## src/sv/assert_macros.svh

```systemverilog
// Assertion helpers shared by the RTL.
// Every macro samples on i_clk and is disabled while i_rst_n is low.
`ifndef ASSERT_MACROS_SVH
`define ASSERT_MACROS_SVH

// When ante holds, cons must hold in the same cycle.
`define ASSERT_SAME(label, ante, cons) \
    label: assert property (@(posedge i_clk) disable iff (!i_rst_n) (ante) |-> (cons)) \
        else $error("same-cycle assertion failed");

// When ante holds, cons must hold in the next cycle.
`define ASSERT_NEXT(label, ante, cons) \
    label: assert property (@(posedge i_clk) disable iff (!i_rst_n) (ante) |=> (cons)) \
        else $error("next-cycle assertion failed");

`endif

```

## src/sv/upc_pkg.sv

```systemverilog
// ---------------------------------------------------------------------------
// upc_pkg
// Types, character constants and helper functions for the URI percent codec.
// ---------------------------------------------------------------------------
`timescale 1ns / 1ps
`default_nettype none

package upc_pkg;

    // Characters
    localparam logic [7:0] CH_PERCENT = 8'h25;
    localparam logic [7:0] CH_PLUS    = 8'h2B;
    localparam logic [7:0] CH_SPACE   = 8'h20;

    // Error codes carried on a result beat
    localparam logic [1:0] ERR_NONE       = 2'd0;
    localparam logic [1:0] ERR_BAD_HEX    = 2'd1;
    localparam logic [1:0] ERR_UNFINISHED = 2'd2;

    // Configuration register indexes
    localparam int         CFG_IDX_W         = 1;
    localparam logic [0:0] CFG_CODEC_MODE    = 1'b0;
    localparam logic [0:0] CFG_RESERVED_MASK = 1'b1;
    localparam int         CFG_DATA_W        = 64;

    // Results one input beat can produce
    localparam int MAX_RESULTS = 3;
    localparam int CNT_W       = 2;

    typedef enum logic [1:0] {
        PH_IDLE    = 2'd0,
        PH_PERCENT = 2'd1,
        PH_HIGH    = 2'd2,
        PH_DISCARD = 2'd3
    } t_dec_phase;

    typedef struct packed {
        logic [7:0] in_byte;
        logic       in_last;
    } t_in_beat;

    typedef struct packed {
        logic [7:0] out_byte;
        logic       out_last;
        logic [1:0] error_code;
    } t_out_beat;

    // Everything one step of the codec yields for the item in the stage
    typedef struct packed {
        logic [CNT_W-1:0]                  count;
        t_out_beat [MAX_RESULTS-1:0]       res;
        t_dec_phase                        phase;
        logic [3:0]                        nibble;
    } t_step;

    // Lowercase hex digit for a nibble
    function automatic logic [7:0] hex_lower(input logic [3:0] v);
        logic [7:0] ch;
        if (v < 4'd10) begin
            ch = 8'h30 + {4'd0, v};
        end else begin
            ch = 8'h57 + {4'd0, v};
        end
        return ch;
    endfunction

    // {bad, value}: bad set when c is not 0-9, a-f or A-F
    function automatic logic [4:0] hex_value(input logic [7:0] c);
        logic [4:0] r;
        if (c >= 8'h30 && c <= 8'h39) begin
            r = {1'b0, c[3:0]};
        end else if ((c >= 8'h61 && c <= 8'h66) || (c >= 8'h41 && c <= 8'h46)) begin
            r = {1'b0, c[3:0] + 4'd9};
        end else begin
            r = 5'b1_0000;
        end
        return r;
    endfunction

endpackage

`default_nettype wire

```

## src/sv/upc_step.sv

```systemverilog
// ---------------------------------------------------------------------------
// upc_step
// Combinational step of the codec: results and next decode state for one
// input beat, given the mode, the escape mask and the current decode state.
// ---------------------------------------------------------------------------
`timescale 1ns / 1ps
`default_nettype none

module upc_step (
    input  wire upc_pkg::t_in_beat   i_beat,
    input  wire                      i_mode,
    input  wire [63:0]               i_mask,
    input  wire upc_pkg::t_dec_phase i_phase,
    input  wire [3:0]                i_nibble,
    output upc_pkg::t_step           o_step
);
    import upc_pkg::*;

    logic [7:0] c;
    logic       last;
    logic [4:0] hv;
    logic       in_range;
    logic [5:0] mask_idx;
    logic       escape;

    assign c    = i_beat.in_byte;
    assign last = i_beat.in_last;
    assign hv   = hex_value(c);

    // 0x20..0x5F maps to mask bits 0..63
    assign in_range = !c[7] && (c[6] ^ c[5]);
    assign mask_idx = {c[6], c[4:0]};
    assign escape   = in_range && i_mask[mask_idx];

    always_comb begin
        o_step        = '0;
        o_step.phase  = i_phase;
        o_step.nibble = i_nibble;

        if (i_mode) begin
            // Encode: decode state untouched
            if (escape) begin
                o_step.count  = CNT_W'(3);
                o_step.res[0] = '{out_byte: CH_PERCENT, out_last: 1'b0, error_code: ERR_NONE};
                o_step.res[1] = '{out_byte: hex_lower(c[7:4]), out_last: 1'b0,
                                  error_code: ERR_NONE};
                o_step.res[2] = '{out_byte: hex_lower(c[3:0]), out_last: last,
                                  error_code: ERR_NONE};
            end else begin
                o_step.count  = CNT_W'(1);
                o_step.res[0] = '{out_byte: c, out_last: last, error_code: ERR_NONE};
            end
        end else begin
            unique case (i_phase)
                PH_IDLE: begin
                    if (c == CH_PERCENT) begin
                        if (last) begin
                            o_step.count  = CNT_W'(1);
                            o_step.res[0] = '{out_byte: 8'd0, out_last: 1'b1,
                                              error_code: ERR_UNFINISHED};
                        end else begin
                            o_step.phase = PH_PERCENT;
                        end
                    end else begin
                        o_step.count  = CNT_W'(1);
                        o_step.res[0] = '{out_byte: (c == CH_PLUS) ? CH_SPACE : c,
                                          out_last: last, error_code: ERR_NONE};
                    end
                end
                PH_PERCENT: begin
                    if (last) begin
                        o_step.phase  = PH_IDLE;
                        o_step.count  = CNT_W'(1);
                        o_step.res[0] = '{out_byte: 8'd0, out_last: 1'b1,
                                          error_code: ERR_UNFINISHED};
                    end else if (hv[4]) begin
                        o_step.phase  = PH_DISCARD;
                        o_step.count  = CNT_W'(1);
                        o_step.res[0] = '{out_byte: 8'd0, out_last: 1'b1,
                                          error_code: ERR_BAD_HEX};
                    end else begin
                        o_step.nibble = hv[3:0];
                        o_step.phase  = PH_HIGH;
                    end
                end
                PH_HIGH: begin
                    o_step.count = CNT_W'(1);
                    if (hv[4]) begin
                        o_step.phase  = last ? PH_IDLE : PH_DISCARD;
                        o_step.res[0] = '{out_byte: 8'd0, out_last: 1'b1,
                                          error_code: ERR_BAD_HEX};
                    end else begin
                        o_step.phase  = PH_IDLE;
                        o_step.res[0] = '{out_byte: {i_nibble, hv[3:0]}, out_last: last,
                                          error_code: ERR_NONE};
                    end
                end
                PH_DISCARD: begin
                    // Drop input up to the end of the string
                    if (last) begin
                        o_step.phase = PH_IDLE;
                    end
                end
                default: begin
                    o_step.phase = PH_IDLE;
                end
            endcase
        end
    end

endmodule

`default_nettype wire

```

## src/sv/uri_percent_codec_unit.sv

```systemverilog
// URI percent codec. Takes one character beat per cycle while the stage
// is free and gives result beats on a valid/ready output. A beat that
// yields one result or none leaves the stage as it is loaded, so such
// beats stream back to back unless the output stalls; an escaped character
// in encode mode yields three results and holds the stage until the last
// is loaded, as the output register sends one result per cycle while the
// receiver is ready. A result goes through the input stage register, then
// the output register. Configuration writes are always accepted and take
// effect on the next beat; write them only while the block is idle.
// ---------------------------------------------------------------------------
// uri_percent_codec_unit
// Top level: config registers, input stage, result sequencer, output register.
// ---------------------------------------------------------------------------
`timescale 1ns / 1ps
`default_nettype none
`include "assert_macros.svh"

module uri_percent_codec_unit (
    input  wire                                   i_clk,
    input  wire                                   i_rst_n,
    // input characters
    input  wire                                   i_in_valid,
    output logic                                  o_in_ready,
    input  wire upc_pkg::t_in_beat                i_in_data,
    // results
    output logic                                  o_out_valid,
    input  wire                                   i_out_ready,
    output upc_pkg::t_out_beat                    o_out_data,
    // configuration writes
    input  wire                                   i_cfg_valid,
    output logic                                  o_cfg_ready,
    input  wire [upc_pkg::CFG_IDX_W-1:0]          i_cfg_index,
    input  wire [upc_pkg::CFG_DATA_W-1:0]         i_cfg_data
);
    import upc_pkg::*;

    // Config registers
    logic        r_mode;
    logic [63:0] r_mask;

    // Decode state
    t_dec_phase  r_phase;
    logic [3:0]  r_nibble;

    // Input stage
    logic        r_stg_vld;
    t_in_beat    r_stg;
    logic [CNT_W-1:0] r_idx;
    logic [CNT_W-1:0] n_idx;

    // Output register
    logic        r_out_vld;
    t_out_beat   r_out;

    t_step       step;
    logic        slot_free;
    logic        load_out;
    logic        last_res;
    logic        retire;

    upc_step u_step (
        .i_beat   (r_stg),
        .i_mode   (r_mode),
        .i_mask   (r_mask),
        .i_phase  (r_phase),
        .i_nibble (r_nibble),
        .o_step   (step)
    );

    // Sequencing of results out of the stage
    assign slot_free  = !r_out_vld || i_out_ready;
    assign last_res   = (r_idx == step.count - CNT_W'(1));
    assign load_out   = r_stg_vld && (step.count != '0) && slot_free;
    assign retire     = r_stg_vld && ((step.count == '0) || (slot_free && last_res));
    assign n_idx      = retire ? '0 : (load_out ? r_idx + CNT_W'(1) : r_idx);

    assign o_in_ready  = !r_stg_vld || retire;
    assign o_out_valid = r_out_vld;
    assign o_out_data  = r_out;
    assign o_cfg_ready = 1'b1;

    // Configuration writes
    always_ff @(posedge i_clk) begin
        if (!i_rst_n) begin
            r_mode <= 1'b0;
            r_mask <= '0;
        end else if (i_cfg_valid) begin
            unique case (i_cfg_index)
                CFG_CODEC_MODE:    r_mode <= i_cfg_data[0];
                CFG_RESERVED_MASK: r_mask <= i_cfg_data[63:0];
                default:           ;
            endcase
        end
    end

    // Input stage, decode state and sequencer index
    always_ff @(posedge i_clk) begin
        if (!i_rst_n) begin
            r_stg_vld <= 1'b0;
            r_idx     <= '0;
            r_phase   <= PH_IDLE;
            r_nibble  <= '0;
        end else begin
            r_idx <= n_idx;
            if (o_in_ready) begin
                r_stg_vld <= i_in_valid;
            end
            if (retire) begin
                r_phase  <= step.phase;
                r_nibble <= step.nibble;
            end
        end
    end

    // Stage payload
    always_ff @(posedge i_clk) begin
        if (o_in_ready && i_in_valid) begin
            r_stg <= i_in_data;
        end
    end

    // Output register
    always_ff @(posedge i_clk) begin
        if (!i_rst_n) begin
            r_out_vld <= 1'b0;
        end else if (load_out) begin
            r_out_vld <= 1'b1;
        end else if (i_out_ready) begin
            r_out_vld <= 1'b0;
        end
    end

    always_ff @(posedge i_clk) begin
        if (load_out) begin
            r_out <= step.res[r_idx];
        end
    end

    // Checks
    `ASSERT_SAME(a_err_is_last,
                 r_out_vld && (r_out.error_code != ERR_NONE),
                 r_out.out_last && (r_out.out_byte == 8'd0))
    `ASSERT_SAME(a_idx_zero_no_res, r_stg_vld && (step.count == '0), r_idx == '0)
    `ASSERT_SAME(a_stall_has_item, !o_in_ready, r_stg_vld)
    `ASSERT_NEXT(a_load_shows, load_out, r_out_vld)

endmodule

`default_nettype wire

```

## config.mk

```make
export PLATFORM = sky130hd
export DESIGN_NAME = uri_percent_codec_unit
export DESIGN_NICKNAME = d
export VERILOG_FILES = /design/src/sv/upc_pkg.sv /design/src/sv/upc_step.sv /design/src/sv/uri_percent_codec_unit.sv
export VERILOG_INCLUDE_DIRS = /design/src /design/src/sv
export SDC_FILE = /design/constraint.sdc
export NUM_CORES = 1
export LEC_CHECK = 0
export ABC_AREA = 0
export BUFFER_PORTS_ARGS = -buffer_cell sky130_fd_sc_hd__buf_2
export CAP_MARGIN = 40
export CELL_PAD_IN_SITES_DETAIL_PLACEMENT = 0
export CELL_PAD_IN_SITES_GLOBAL_PLACEMENT = 2
export CORE_ASPECT_RATIO = 1.25
export CORE_MARGIN = 1
export CORE_UTILIZATION = 35
export DETAILED_ROUTE_END_ITERATION = 10
export PLACE_DENSITY = 0.92
export SETUP_SLACK_MARGIN = 0.4
export SYNTH_ARGS = -nofsm -noshare
export SYNTH_HDL_FRONTEND = slang
export SYNTH_SLANG_ARGS = --single-unit
```

## constraint.sdc

```tcl
create_clock -name i_clk -period 7.8 [get_ports i_clk]
set_clock_uncertainty 0.2 [all_clocks]
set_input_delay 1.56 -clock i_clk [delete_from_list [all_inputs] [get_ports i_clk]]
set_output_delay 1.56 -clock i_clk [all_outputs]
set_load 0.05 [all_outputs]
```

==> flow_metrics.tcl <==
set metrics [dict create \
    ff2ff_path_depth 9 \
    r2r_end "r_stg[3]$_DFFE_PP_" \
    die_h_um 134 \
    cp_slowest_cell "edfxtp_1" \
    grt-ovfl-total 0 \
    cts_buffers 9 \
    worstSetupPathType "reg -> out" \
    gp_congestion 0.866 \
    fillers 1372 \
    syn_area_mm2 0.00485 \
    initial_utilization_pct 36.2 \
    yosysWarnings 0 \
    hold_viol 0 \
    avgSynthCellArea_um2 8.55 \
    rsz0062_at_grt "false" \
    stdcell_count 812 \
    run_status "completed" \
    tritoncts "done" \
    place_inst 796 \
    cap_violations 0 \
    synthCells 568 \
    vdd_ir_drop_max_mv 0.0968 \
    dieWidth_um 107 \
    cts_root_buffer "clkbuf_16" \
    coreArea_mm2 0.0134 \
    post_cts_buffers 0 \
    port_buffers 91 \
    hold_buffers 0 \
    drive_gt1_share_pct 21.4 \
    num_antenna_cells 0 \
    dp_hpwl_um 9540 \
    crit_arrival_ns 3.63 \
    cp_num_buf_inv 3 \
    min_from "r_mask[9]$_SDFFE_PN0P_" \
    drtIter0Drc 222 \
    critPathRequiredTime_ns 6.04 \
    reg2reg_setup_slack_ns 3.63 \
    finalPower_w 0.00119 \
    fin_setup_tns_ns 0 \
    final_util_pct 42.6 \
    synth_edf_count 20 \
    cts.path.max_buffers 2 \
    dieArea_mm2 0.0143 \
    netlist-cell-type-count 70 \
    ant_nets 0 \
    cts_max_level 3 \
    crit_chain "buf_4 > mux4_2 > nand2_1 > nand3_1 > a311o_2 > o211a_4 > xnor2_2 > a21oi_1 > inv_1 > buf_2" \
    ys_async_sr_fraction_pct 0 \
    crit_family "compound AO/OA/AOI/OAI gates" \
    maxSlewHeadroom_pct 46.4 \
    grt_use_total_pct 18.5 \
    reg2reg_from "r_stg[1]$_DFFE_PP_" \
    viasPerCell 5.16 \
    grt_start_max_net_pins 74 \
    drcViolationCount 0 \
    powerDensity_mw_per_mm2 208 \
    finalCritPeriodShare_pct 69.1 \
    p_leak_nw 2.28 \
    fmax_ghz 0.186 \
    grt_pass1_wl_um 20600 \
    hp-class "reg -> reg" \
    slowest_delay_ns 0.79 \
    num_vias 4186 \
    std_cell_rows 47 \
    grt_pass1_vias 4170 \
    syn-num-nets 656 \
    nNetsFinal 724 \
    yosysSeqAreaShare_pct 43.3 \
    crit_path_start_kind "register" \
    hold_end "r_mask[9]$_SDFFE_PN0P_" \
    end_kind "output port" \
    final-max-slew-violation-count 0 \
    tightest_slew_ns 0.802 \
    final_area_mm2 0.00571 \
    cp_max_fo 20 \
    insertion_delay_ns 0.34 \
    synth_ff_type "dfxtp_1" \
    wire_per_inst_um 15.8 \
    clkSinkCount 95 \
    setup-violations-final 0 \
    cts_resized 0 \
    routed_wl_um 12800 \
    layout_common_cells "nand2_1 (153), buf_2 (91), a21oi_1 (77), dfxtp_1 (75), nor2_1 (24)" \
    area_growth_pct 17.7 \
    hold_depth 2 \
    post-route-min-period_ns 5.39 \
    synth-seq-cells 95 \
    clk_pin_slew_ns 0.07 \
    dpl-instance-area_mm2 0.00539 \
    boundaryPins 93 \
    final_common_cell "nand2_1" \
    antenna_found_initial 0 \
    dr.pass1.iters 4 \
]
==> worst max path at each step <==
stage | start | to | slack [ns] | cells after the start
global route | r_stg[1]$_DFFE_PP_ | o_in_ready | 2.18 | 10
CTS | r_stg[1]$_DFFE_PP_ | o_in_ready | 2.36 | 10
floorplan | r_stg[1]$_DFFE_PP_ | o_in_ready | 3.31 | 13
global placement | r_stg[1]$_DFFE_PP_ | o_in_ready | 2.82 | 10
detailed placement | r_stg[1]$_DFFE_PP_ | o_in_ready | 2.75 | 10
finish | r_stg[1]$_DFFE_PP_ | o_in_ready | 2.41 | 10
==> cell families (layout without fill, tap and decap cells) <==
| logic type | Yosys count | in the layout | synth area share (%) |
|---|---|---|---|
| buf+inv | 56 | 129 | 5.49 |
| mux | 29 | 29 | 7.55 |
| xor+xnor | 5 | 5 | 1.06 |
| compound gates | 155 | 155 | 20.6 |
| flops | 95 | 95 | 43.3 |
| fa+ha+maj | 9 | 9 | 2.32 |
| other cells | 1 | 1 | 0.0772 |
| simple gates | 218 | 218 | 19.6 |
==> sequential cells by signal, indices dropped and copies added (netlist names) <==
register	cells
o_out_valid	1
r_stg	9
r_nibble	4
o_out_data	11
r_idx	2
r_phase	2
r_stg_vld	1
r_mask	64
r_mode	1
==> routing by layer <==
| metal | track usage, % | routed length (um) | vias to the layer above |
|---|---|---|---|
| met4 | 8.60 | 275 | 0 |
| met2 | 31.9 | 6520 | 93 |
| met3 | 3.18 | 405 | 14 |
| li1 | - | - | 2125 |
| met5 | 0 | 0 | - |
| met1 | 22.3 | 5590 | 1954 |
==> worst reg2reg max path: stages, from the launching register on <==
cell      delay [ns]
edfxtp_1        0.79
buf_4           0.46
mux4_2          0.56
nand2_1         0.08
nand3_1         0.08
a311o_2         0.45
o211a_4         0.19
xnor2_2         0.21
a21oi_1         0.14
nor2b_1         0.65
==> metrics by stage <==
| stage | setup slack, ns | hold slack (ns) |
|---|---|---|
| finish | 2.41 | 0.256 |
| global placement | 2.82 | 0.243 |
| floorplan | 3.31 | 0.233 |
| detailed placement | 2.75 | 0.248 |
| CTS | 2.36 | 0.259 |
| global route | 2.18 | 0.270 |
==> report_power, final <==
part	internal, W	switching, W	total [W]	leakage [nW]
clock	0.000288	0.000183	0.000472	0.160
sequential	0.000528	0.0000247	0.000553	0.805
combinational	0.0000641	0.0000987	0.000163	1.32
total	0.000881	0.000307	0.00119	2.28
==> final cells by class <==
type	count	area [um^2]	area share, %
well taps	171	214	3.74
flip-flops and latches	95	2100	36.8
inverters	17	63.8	1.12
clock inverters	3	43.8	0.766
clock buffers	13	283	4.95
repair buffers	96	518	9.07
multi-input cells	417	2490	43.6
==> Yosys cell counts, types with 9 or more instances <==
library cell  number  area share, %
ha_1               9            2.3
clkbuf_1          25            1.9
o21ai_0           12            1.2
nor2_1            24            1.9
dfxtp_1           75             31
nand2_1          154             12
mux2i_1           22            4.5
edfxtp_1          20             12
a22oi_1           11            1.7
a21oi_1           77            7.9
inv_1             16            1.2
Note: power is estimated with default switching activity, not from simulation.
